File: config.mk
export PLATFORM = sky130hd
export DESIGN_NAME = lfuc_scan_unit
export DESIGN_NICKNAME = d
export VERILOG_FILES = /design/src/sv/lfuc_pkg.sv /design/src/sv/lfuc_scan_unit.sv
export SDC_FILE = /design/constraint.sdc
export NUM_CORES = 1
export LEC_CHECK = 0
export ABC_AREA = 1
export BUFFER_PORTS_ARGS = -buffer_cell sky130_fd_sc_hd__buf_2
export CAP_MARGIN = 20
export CORE_ASPECT_RATIO = 0.75
export CORE_MARGIN = 2
export CORE_UTILIZATION = 49
export CTS_CLUSTER_DIAMETER = 200
export DETAILED_ROUTE_END_ITERATION = 10
export PLACE_DENSITY_LB_ADDON = 0.1
export SYNTH_ARGS = -nofsm -noshare
export SYNTH_HDL_FRONTEND = slang
export SYNTH_SLANG_ARGS = --single-unit
File: constraint.sdc
create_clock -name clk -period 7.3 [get_ports clk]
set_input_delay 0 -clock clk [delete_from_list [all_inputs] [get_ports clk]]
set_output_delay 0 -clock clk [all_outputs]
set_load 0.02 [all_outputs]
File: src/sv/lfuc_pkg.sv
`timescale 1ns / 1ps

package lfuc_pkg;

  // fixed field widths
  localparam int TAG_W     = 32;
  localparam int TOTAL_W   = 32;
  localparam int CFG_W     = 4;
  localparam int CFG_IDX_W = 2;
  localparam int WAY_OUT_W = 3;

  // parameter defaults
  localparam int DEF_NUM_SETS    = 256;
  localparam int DEF_NUM_WAYS    = 8;
  localparam int DEF_COUNT_WIDTH = 16;

  // register reset values
  localparam logic [CFG_W-1:0] OFFSET_BITS_RST = 4'd5;
  localparam logic [CFG_W-1:0] INDEX_BITS_RST  = 4'd8;
  localparam logic [CFG_W-1:0] WAYS_IN_USE_RST = 4'd4;

  typedef enum logic [CFG_IDX_W-1:0] {
    REG_OFFSET_BITS = 2'd0,
    REG_INDEX_BITS  = 2'd1,
    REG_WAYS_IN_USE = 2'd2
  } cfg_reg_t;

  localparam logic CMD_READ  = 1'b0;
  localparam logic CMD_WRITE = 1'b1;

  typedef enum logic [4:0] {
    S_IDLE = 5'b00001,
    S_SCAN = 5'b00010,
    S_LAST = 5'b00100,
    S_UPD  = 5'b01000,
    S_DONE = 5'b10000
  } state_t;

  typedef struct packed {
    logic start;
    logic sample;
  } scan_ctl_t;

  typedef struct packed {
    logic hit_found;
    logic inv_found;
  } scan_flags_t;

  function automatic logic [TOTAL_W-1:0] sat_total_inc(input logic [TOTAL_W-1:0] v);
    return (v == '1) ? v : v + TOTAL_W'(1);
  endfunction

endpackage

File: src/sv/lfuc_scan_unit.sv
`timescale 1ns / 1ps

module lfuc_scan_unit #(
  parameter int WAY_W       = 3,
  parameter int COUNT_WIDTH = 16
) (
  input  logic                        clk,
  input  logic                        rst_n,
  input  lfuc_pkg::scan_ctl_t         ctl,
  input  logic [WAY_W-1:0]            cur_way,
  input  logic [lfuc_pkg::TAG_W-1:0]  key_tag,
  input  logic                        rd_valid,
  input  logic [lfuc_pkg::TAG_W-1:0]  rd_tag,
  input  logic [COUNT_WIDTH-1:0]      rd_count,
  output lfuc_pkg::scan_flags_t       flags,
  output logic [WAY_W-1:0]            hit_way,
  output logic [COUNT_WIDTH-1:0]      hit_count,
  output logic [WAY_W-1:0]            inv_way,
  output logic [WAY_W-1:0]            min_way,
  output logic [COUNT_WIDTH-1:0]      min_count
);

  lfuc_pkg::scan_flags_t  flags_r;
  logic [WAY_W-1:0]       hit_way_r;
  logic [COUNT_WIDTH-1:0] hit_count_r;
  logic [WAY_W-1:0]       inv_way_r;
  logic [WAY_W-1:0]       min_way_r;
  logic [COUNT_WIDTH-1:0] min_count_r;

  logic is_hit;
  logic is_inv;
  logic is_min;

  // one way per beat: tag match, first free way, running minimum
  assign is_hit = ctl.sample && rd_valid && (rd_tag == key_tag) && !flags_r.hit_found;
  assign is_inv = ctl.sample && !rd_valid && !flags_r.inv_found;
  assign is_min = ctl.sample && ((cur_way == '0) || (rd_count < min_count_r));

  always_ff @(posedge clk) begin
    if (!rst_n) begin
      flags_r <= '0;
    end else if (ctl.start) begin
      flags_r <= '0;
    end else begin
      if (is_hit) begin
        flags_r.hit_found <= 1'b1;
      end
      if (is_inv) begin
        flags_r.inv_found <= 1'b1;
      end
    end
  end

  always_ff @(posedge clk) begin
    if (is_hit) begin
      hit_way_r   <= cur_way;
      hit_count_r <= rd_count;
    end
    if (is_inv) begin
      inv_way_r <= cur_way;
    end
    if (is_min) begin
      min_way_r   <= cur_way;
      min_count_r <= rd_count;
    end
  end

  assign flags     = flags_r;
  assign hit_way   = hit_way_r;
  assign hit_count = hit_count_r;
  assign inv_way   = inv_way_r;
  assign min_way   = min_way_r;
  assign min_count = min_count_r;

  a_start_clears: assert property (@(posedge clk) disable iff (!rst_n)
    ctl.start |=> !flags_r.hit_found && !flags_r.inv_found)
    else $error("scan start did not clear flags");

  a_first_hit_kept: assert property (@(posedge clk) disable iff (!rst_n)
    flags_r.hit_found && !ctl.start |=> flags_r.hit_found && $stable(hit_way_r))
    else $error("later match overwrote first hit");

  a_first_inv_kept: assert property (@(posedge clk) disable iff (!rst_n)
    flags_r.inv_found && !ctl.start |=> $stable(inv_way_r))
    else $error("later free way overwrote first one");

  a_idle_holds: assert property (@(posedge clk) disable iff (!rst_n)
    !ctl.sample && !ctl.start |=> $stable(flags_r))
    else $error("flags changed without a beat");

endmodule

==> impl_summary.md <==
Synthesis
After Yosys synthesis, XOR and XNOR cells account for 4.87% of the synthesized area. After synthesis the cells add up to 0.00249 sq mm. The mean post-synth cell area is 8.59 sq um. Summing the areas of all compound-gate instances in the mapped netlist gives 3.72% of the synthesized area. After synthesis, the largest family of logic cells by area is simple AND/OR/NAND/NOR gates.

For this run, the register share of the synthesized area comes to 51.0%. The synthesis-stage register bit count is 43. Synthesis instantiated 24 different standard cells from the library. Counting every net in the synthesized netlist gives 393. In the synthesized netlist, the number of instances is 290. The simple logic cell fraction of the synthesized area is 23.4%.

Summing the areas of all fa, ha and maj instances in the mapped netlist gives 7.53% of the synthesized area. The Yosys warning count is 0. Of the post-synthesis cell area, the part taken by muxes is 0%.

Place
The setup slack at placement is 4880 ps. The number of buffers inserted by port buffering is 130. The total instance count after detailed placement is 480. Detailed placement finished with a half-perimeter wire length of 4710 microns. The placed instances occupy a cell area of 0.00322 sq mm. The global placement routability congestion is 0.809.

Setup path
Among cell families on the critical path, the largest total delay comes from compound AO/OA/AOI/OAI gates. The arrival time reported for the critical path endpoint is 2130 ps. In this run the worst path has a maximum fanout of 13. The dominant cell type by count on the critical path is nand2_1.

STA classifies the critical path startpoint as a flip-flop. The launch point of the worst reg-to-reg path is min_count[5]. The cell type of the slowest stage on the worst timing path is a21oi_2. The critical path starts at min_count[5].

The logic depth of the worst path, buffers included is 10. The endpoint identified for the worst register-to-register timing path is min_count[12]. The end point of the critical path is min_count[12]. The path depth of the worst reg2reg path is 10. The critical path goes through inv_1 -> ha_1 -> a21oi_1 -> nor2_1 -> nor3_1 -> nand2_1 -> nand2_1 -> nand2_1 -> a21oi_2 -> buf_8. The required time at the endpoint of the critical path is 7310 ps. The worst register-to-register path has a setup slack of 5170 ps.

The nature of the critical path endpoint is a flip-flop. The largest single stage delay on the critical path is 400 ps. The buffers plus inverters on the worst setup path is 2. The critical path in this run is classified as flip-flop to flip-flop.

Route
Wires add up to 6540 microns. Across all layers, the routed design uses 2423 vias. The total DRC errors in the routed layout is 0. In the final routed layout, each cell accounts on average for 12.8 microns. The first-pass iteration count of the detailed router is 4.

The ratio of routed vias to standard cells is 4.75. The remaining antenna violation count is 0. In this run, the number of DRC markers left after iteration 0 of detailed routing was 109.

Clock network
The number of buffers inserted by hold repair at cts is 21. In this run the post-CTS setup repair buffer count came out at 0. The clock input transition at the sequential cells of the worst setup and hold paths is 90 ps. The master cell of the clock root buffer is clkbuf_8. The clock insertion delay at the later pin of the skew report is 300 ps. The maximum level of the CTS H-tree is 2. TritonCTS built the clock tree. The number of cells upsized or downsized after cts is 0. TritonCTS created 5 clock buffers. The number of sinks driven by the clock tree is 43. In this run the deepest clock path goes through 2 buffers.

STA
The count of endpoints failing setup in the final report is 0. The shortest period the worst path allows is 2130 ps. For this run, the top clock speed supported by timing is 470 MHz. Across the routed clock network, the largest skew measured is 13.1 ps. Across all setup checks in the final design, the least slack found is 5170 ps. At the pin with the least slew margin, the transition time is 1060 ps. The final-report max-slew violation count was 0. The final setup TNS is 0 ps. The smallest hold slack is 52.9 ps. Setup repair after global routing left no endpoint under its margin. The max-slew headroom at the worst pin is 28.9%.

The hold violation total from the final report is 0. The period utilization is 29.2%.

Die
The floorplan core area is 0.00490 sq mm. Pin placement for this block handled 131 I/O pins. The die covers 0.00568 sq mm. Once the floorplan was initialized, standard cells occupied 50.8% of the core. The die width is 86.3 microns. The die is 65.8 microns tall. After floorplanning, the core was divided into 22 placement rows.

Global route
The global-route wire length before repair is 10200 microns. The pin count of the biggest net entering global routing is 20. After global routing the overflow that remains totals 0. The global router's overall resource usage is 23.8%.

The via count of the first global-routing pass is 2269. The number of antenna violations at the first check in global routing came to 0.

Finish
The post-layout net count is 552. Cells fill 72.1% of the core in the end. After routing the design area is 0.00353 sq mm. The share of layout cells above drive strength 1 is 32.9%. Compared with the post-synthesis result, the final layout area differs by 41.8%.

0 antenna diodes ended up in the layout. For this run, the number of standard cells in the final layout without fillers is 510.

Pwr
Summing internal, switching and leakage power gives 0.563 mW. The analysis attributes to cell leakage a power of 1.87 nW. Power spread over the standard cell area amounts to 159 mW/mm^2. Across the VDD grid, the largest voltage drop is 0.133 mV.

Min path
The min-delay analysis places its worst path in the category primary input to flip-flop.

Outcome
The flow ran to the end, and the final reports show no timing, DRC or antenna violations.

Job
The max capacitance violation total is 0.
where the power goes:
| group | internal (mW) | total, mW | switching, mW |
|---|---|---|---|
| Sequential | 0.281 | 0.285 | 0.00381 |
| Clock | 0.0669 | 0.150 | 0.0827 |
| Combinational | 0.0566 | 0.128 | 0.0717 |
kinds of logic after synthesis:
group                      after synthesis
buffers and inverters                   63
AOI/OAI and AO/OA                       17
and+or+nand+nor                        139
adders and majority gates               15
xor gates and xnor gates                13
DFF                                     43
worst min path at each step:
stage,from,to,cells past startpoint
6_report,rd_valid,inv_way[1],2
3_3_place_gp,rd_count[8],hit_count[8],1
3_5_place_dp,rd_count[9],hit_count[9],1
4_1_cts,rd_valid,inv_way[1],2
2_1_floorplan,rd_count[0],hit_count[0],0
5_1_grt,rd_valid,inv_way[1],2
worst reg2reg max path, stage by stage, from the launching register on:
cell      delay (ps)
edfxtp_1         390
inv_1             70
ha_1             230
a21oi_1          130
nor2_1            50
nor3_1           120
nand2_1           70
nand2_1           50
nand2_1           70
a21oi_2          400
buf_8            230
per-layer routing:
layer / GRT usage [%] / vias to the layer above / share of wire [%]
met5: 0 / - / 0
li1: - / 1230 / -
met3: 5.78 / 9 / 7.7
met4: 5.66 / 0 / 0.87
met2: 42.0 / 100 / 47
met1: 29.6 / 1084 / 44
state kept, by name (all words and copies together), names as in the netlist:
| register | cells |
|---|---|
| min_count | 16 |
| hit_way | 3 |
| flags | 2 |
| hit_count | 16 |
| min_way | 3 |
| inv_way | 3 |
cells in the mapped netlist:
master    number  area share (%)
inv_2          1            0.15
nor4_1         1            0.25
edfxtp_1      41              49
nand4_1        1            0.25
nand2_1       81              12
ha_1          15             7.5
nor3_2         2            0.80
nand3_1        7             1.4
a221oi_1       1            0.35
nand3b_1       3            0.90
dfxtp_1        2             1.6
xor2_1         8             2.8
o21ai_0        7             1.4
inv_1         62             9.3
nor2_1        35             5.3
nor3_1         5             1.0
or3_1          1            0.25
xnor2_1        4             1.4
nor2_2         1            0.25
nor3b_2        1            0.50
xnor2_2        1            0.65
a21oi_2        1            0.35
or2_2          1            0.25
a21oi_1        8             1.6
cell usage in the layout (no fill, tap or decap), drive strengths merged:
cell type and n:
a21oi 9, a221oi 1, buf 131, clkbuf 6, clkinv 1, clkinvlp 1
dfxtp 2, dlygate4sd3 21, edfxtp 41, ha 15, inv 63, nand2 81
nand3 7, nand3b 3, nand4 1, nor2 36, nor3 7, nor3b 1
nor4 1, o21ai 7, or2 1, or3 1, xnor2 5, xor2 8
layout make-up:
class                   instances  area (sq um)
multi-input cells             184           990
clock buffers                   6          72.6
clock inverters                 2          12.5
well taps                      60          75.1
fillers                       390          1370
flip-flops and latches         43          1270
repair buffers                152           876
inverters                      63           236
(Power assumes the default switching activity.)
